[config.mk]
export PLATFORM = sky130hd
export DESIGN_NAME = sea_lane
export DESIGN_NICKNAME = d
export VERILOG_FILES = /design/src/rtl/core/assert_macros.svh /design/src/rtl/core/sea_pkg.sv /design/src/rtl/core/sea_lane.sv
export SDC_FILE = /design/constraint.sdc
export NUM_CORES = 1
export LEC_CHECK = 0
export BUFFER_PORTS_ARGS = -buffer_cell sky130_fd_sc_hd__buf_2
export CAP_MARGIN = 30
export CELL_PAD_IN_SITES_DETAIL_PLACEMENT = 0
export CELL_PAD_IN_SITES_GLOBAL_PLACEMENT = 1
export CORE_UTILIZATION = 52
export CTS_BUF_LIST = sky130_fd_sc_hd__clkbuf_4 sky130_fd_sc_hd__clkbuf_8 sky130_fd_sc_hd__clkbuf_16
export DETAILED_ROUTE_END_ITERATION = 7
export MAX_ROUTING_LAYER = met4
export PLACE_DENSITY_LB_ADDON = 0.05
export SYNTH_ARGS = -nofsm -noshare
export SYNTH_HDL_FRONTEND = slang
export SYNTH_SLANG_ARGS = --single-unit
[constraint.sdc]
create_clock -name clock -period 9.3 [get_ports clock]
set_input_delay 1.395 -clock clock [delete_from_list [all_inputs] [get_ports clock]]
set_output_delay 1.395 -clock clock [all_outputs]
set_load 0.02 [all_outputs]
[src/rtl/core/assert_macros.svh]
// assertion macros for the strided element access rtl
`ifndef ASSERT_MACROS_SVH
`define ASSERT_MACROS_SVH
`ifndef SYNTH
`define SEA_ASSERT(label, clk, rst, prop, msg) \
   label: assert property (@(posedge clk) disable iff (rst) prop) else $error(msg);
`define SEA_ASSERT_ALWAYS(label, clk, prop, msg) \
   label: assert property (@(posedge clk) prop) else $error(msg);
`else
`define SEA_ASSERT(label, clk, rst, prop, msg)
`define SEA_ASSERT_ALWAYS(label, clk, prop, msg)
`endif
`endif

[src/rtl/core/sea_pkg.sv]
// types and constants for the strided element access block
`timescale 1ns / 1ps
package sea_pkg;
   localparam int STORE_DEPTH = 4096;
   localparam int ADDR_W      = $clog2(STORE_DEPTH);
   localparam int IDX_W       = 16;
   localparam int SIZE_W      = 16;
   localparam int STRIDE_W    = 16;
   localparam int BASE_W      = 12;
   localparam int COUNT_W     = 2;
   localparam int DATA_W      = 64;
   localparam int PROD_W      = IDX_W + STRIDE_W;
   localparam int SUM_W       = PROD_W + 2;
   localparam int LANES       = 3;
   localparam int CSR_IDX_W   = 4;
   localparam int CSR_DATA_W  = 16;

   typedef enum logic [CSR_IDX_W-1:0] {
      CSR_DIM_COUNT    = 4'd0,
      CSR_DIM_SIZE_0   = 4'd1,
      CSR_DIM_SIZE_1   = 4'd2,
      CSR_DIM_SIZE_2   = 4'd3,
      CSR_DIM_STRIDE_0 = 4'd4,
      CSR_DIM_STRIDE_1 = 4'd5,
      CSR_DIM_STRIDE_2 = 4'd6,
      CSR_BASE_OFFSET  = 4'd7
   } csr_index_type;

   typedef enum logic [1:0] {
      ST_OK    = 2'd0,
      ST_INDEX = 2'd1,
      ST_ADDR  = 2'd2
   } status_type;

   typedef struct packed {
      logic              idx_ok;
      logic              idx_zero;
      logic [PROD_W-1:0] product;
   } lane_result_type;

   typedef struct packed {
      logic              is_write;
      status_type        status;
      logic [ADDR_W-1:0] addr;
      logic [DATA_W-1:0] write_data;
   } merge_result_type;
endpackage

[src/rtl/core/sea_lane.sv]
// one dimension lane: index range check and stride product
`timescale 1ns / 1ps
module sea_lane (
   input  logic                        clock,
   input  logic                        load,
   input  logic                        used,
   input  logic [sea_pkg::IDX_W-1:0]    index,
   input  logic [sea_pkg::SIZE_W-1:0]   size,
   input  logic [sea_pkg::STRIDE_W-1:0] stride,
   output sea_pkg::lane_result_type    result
);
   import sea_pkg::*;

   lane_result_type result_ff;
   lane_result_type result_in;

   always_comb begin
      result_in.idx_ok   = !used || (index < size);
      result_in.idx_zero = (index == '0);
      result_in.product  = used ? (PROD_W'(index) * PROD_W'(stride)) : '0;
   end

   always_ff @(posedge clock) begin
      if (load) begin
         result_ff <= result_in;
      end
   end

   assign result = result_ff;
endmodule

# ---- After elaboration in Yosys (flattened, before gate mapping)
# Index checks and enable logic that the tools add are counted.
dict set report totals {
  input_bits 51
  reg_bits 34
  out_inout_bits 34
  elab_cells 8
}
dict set report classes {
  order_cmp 1
  n_reduce_logical 3
  n_mul 1
}
# cell n
set ops {}
lappend ops {{multiplier 16 x 16 -> 32 bit} 1}
lappend ops {{logical NOT 16 bit} 1}
lappend ops {{less-than comparator 16 bit} 1}
lappend ops {{logical NOT 1 bit} 1}
lappend ops {{logical OR 1 bit} 1}

# ---- Logic depth before layout (Yosys ltp)
dict set report depth {
  ltp_word 2
  depth_mapped 21
}

# ---- Worst setup path after synthesis
# No wires, ideal clock.
dict set report synth_timing {
  kind {input to register}
  from {input port index[7] (netlist name)}
  to {register result_ff (netlist bit result[29]) (data pin)}
  arrival_time_ps 6341
  path_stages 20
  path_slack_ps 2703
  t_required_ps 9044
  cell_sequence {clkbuf_1 > nand2_1 > fa_1 > inv_1 > fa_1 > inv_1 > fa_1 > inv_1 > fa_1 > fa_1 > inv_1 > fa_1 > inv_1 > ha_1 > and4_1 > nand2_1 > o32a_1 > nand3_1 > o21ai_0 > a31o_2}
}
dict set report synth_via {
  elab_chain_len 1
}
# element line
set synth_lines {}
lappend synth_lines {{start: declaration} sea_lane.sv:7} ;# input logic [sea_pkg::IDX_W-1:0] index,
lappend synth_lines {{multiplier 16 x 16 -> 32 bit} sea_lane.sv:20} ;# result_in.product = used ? (PROD_W'(index) * PROD_W'(stride)) : '0;
lappend synth_lines {{end signal: assignment} sea_lane.sv:25} ;# result_ff <= result_in;
lappend synth_lines {{end: declaration} sea_lane.sv:14} ;# lane_result_type result_ff;
# Every way passes these cells.
# A chain may end at the register's enable or synchronous reset.

# ---- Final worst setup path
dict set report layout_timing {
  from {input port index[7] (netlist name)}
  to {register result_ff (netlist bit result[22]) (data pin)}
}
# Same word-level chain as after synthesis.

==> qor.csv <==
stage,metric,value,unit
timing,Final TNS setup,0,ns
route,"antenna viol nets, final",0,
clock_tree,CTS Buffer Depth,2,
route,DR WL/cell,17.0,µm
route,Via density,5.34,
place,Placed Area,10900,µm²
worst_setup_path,worst-path fanout max,18,
hold_path,Tightest Hold Check Type,input pin to flip-flop,
route,DR DRC count,0,
worst_setup_path,Crit path buffers/inverters,5,
grt,initial antenna violation count,0,
worst_setup_path,critical path arrival,7.03,ns
timing,final setup fails,0,
cells_and_area,max FFs per register,34,
synth,synthesized flop and latch total,34,
cells_and_area,Finished Cell Area,11100,µm²
cells_and_area,final core utilization,56.7,%
clock_tree,CTS Hold Bufs,0,
timing,Final Hold Fails,0,
grt,GRT Util Overall,26.7,%
clock_tree,CTS sink count,34,
cells_and_area,layout cells sized above 1,8.20,%
cells_and_area,synth-to-layout area growth,6.82,%
grt,total grt overflow,0,
synth,Synth Instances,1161,
synth,Post-Synthesis Net Count,1525,
timing,Rel. slew slack,48.2,%
worst_setup_path,Top delay family on crit path,adder cells,
route,met2 wire len,12800,µm
worst_setup_path,critical path's slowest cell,fa_1,
synth,Post-synth EDFFs,34,
timing,worst slew pin tran,0.777,ns
grt,first-pass GRT wire length,40100,µm
route,uppermost routed layer,met4,
timing,final critical-path share of the clock period,74.0,%
clock_tree,post-CTS setup buffers,0,
synth,Post-synth ARST share,0,%
clock_tree,post_cts resized,0,
floorplan,Die H,143,µm
worst_setup_path,crit-path cells,"buf_2, and2_1, fa_1, inv_1, fa_1, fa_1, fa_1, inv_1, fa_1, inv_1, fa_1, inv_1, ha_1, a21oi_1, o21ai_0, a31oi_1, a21oi_2, or4_1, nand3_1",
grt,largest net degree at the start of global routing,35,
floorplan,Initial Utilization,53.1,%
synth,Mapped Area,10400,µm²
grt,number of global-route vias before repair,7701,
floorplan,width of the die,143,µm
route,vias,7862,
floorplan,DIE AREA,20500,µm²
worst_setup_path,critical path capture point type,flip-flop,
clock_tree,htree depth,2,
flow_run,max_cap viols,0,
route,Metal-1 WL,10700,µm
synth,"Seq/Total Area, Yosys",9.85,%
clock_tree,Clock transition at path regs,0.06,ns
worst_setup_path,CP dominant cell by count,fa_1,
cells_and_area,n_diodes,0,
timing,unrepaired setup endpoints after global routing,false,
clock_tree,Num CTS Buffers,5,
clock_tree,CTS tree,built,
place,IO Port Bufs,84,
route,drt pass-1 iters,5,
worst_setup_path,"Req. time, crit path",9.45,ns
place,Placer Congestion,0.850,
run_status,status,"complete, no violations",
synth,Ys Warns,0,
timing,fmax,145,MHz
place,detailed placement HPWL,19500,µm
timing,fin. max-slew vios,0,
route,drt total wl,25100,µm
route,met3 routed WL,1000,µm
floorplan,core area,19500,µm²
worst_setup_path,CP startpoint kind,input pin,
worst_setup_path,"slowest stage delay, CP",0.56,ns
floorplan,Ports,85,
synth,Synth cell types,51,
cells_and_area,net count reported at finish,1571,
synth,syn avg cell area,8.93,µm²
synth,Synth Flop Type,edfxtp_1,
floorplan,Rows,51,
route,initial DRC count,428,
worst_setup_path,critical path type,input pin to flip-flop,
clock_tree,root buf cell,clkbuf_16,
timing,fin crit period,6.88,ns
-- cell families (layout without fill, tap and decap cells) --
kind of cell | after synthesis | after routing | share of synthesized area [%]
and+or+nand+nor | 378 | 378 | 18.2
adders and majority gates | 313 | 313 | 51.8
buffers and inverters | 303 | 350 | 11.2
AOI/OAI and AO/OA | 111 | 111 | 6.99
DFF | 34 | 34 | 9.85
xor gates and xnor gates | 15 | 15 | 1.27
muxes | 7 | 7 | 0.676
-- path summary, 6_finish.rpt --
check | from | to | slack [ns] | cells past startpoint
min | used | result[33]$_DFFE_PP_ | 1.64 | 2
max | index[7] | result[22]$_SDFFCE_PN0P_ | 2.42 | 19
-- placed cells by master, fill, tap and decap left out, types with 20 or more instances in the layout --
cell type	n
edfxtp_1	34
o21ai_0	20
buf_2	84
a21oi_1	39
nand2_1	161
nor2_1	26
and2_1	127
inv_1	258
ha_1	119
fa_1	194
-- Yosys cell counts (all sizes together) (4+ instances only) --
library cell  number  area (µm²)
a21oi             40         204
o21a               4        30.0
ha               119        1490
o211ai             5        47.5
nand4             10        62.6
nor3              13        65.1
o21ai             21         105
xor2               6        52.6
and4               5        43.8
nor2              26        97.6
o21bai             5        37.5
nand2b             8        50.1
fa               194        3880
and2             128         801
mux2i              7        70.1
a21o              13        97.6
nand3             10        50.1
clkbuf            38         143
edfxtp            34        1020
and3               6        38.8
xnor2              9        78.8
buf                7        47.5
inv              258         968
nand2            161         604
nor4               5        31.3
-- per-stage QoR --
stage | std cells | setup slack, ns | hold slack, ns
after floorplan | 1161 | 2.70 | 1.51
after global placement | 1465 | 2.26 | 1.84
after detailed placement | 1465 | 2.18 | 1.84
after CTS | 1473 | 2.45 | 1.65
after global routing | 1473 | 2.14 | 1.68
final | 1473 | 2.42 | 1.64
-- area by class of cell --
class	count	area, µm²
fillers	1879	8460
multi-input cells	824	8180
flip-flops and latches	34	1020
inverters	258	968
repair buffers	84	420
well taps	265	332
clock buffers	5	125
clock inverters	3	20.0
-- metal layers --
| metal | global-route usage [%] | up-vias |
|---|---|---|
| li1 | - | 3676 |
| met1 | 34.2 | 3973 |
| met2 | 45.9 | 177 |
| met3 | 2.18 | 36 |
| met4 | 6.17 | 0 |
| met5 | - | - |
Power is not shown: default switching activity piles up to over one toggle a cycle in this logic, so the estimate is an artifact.
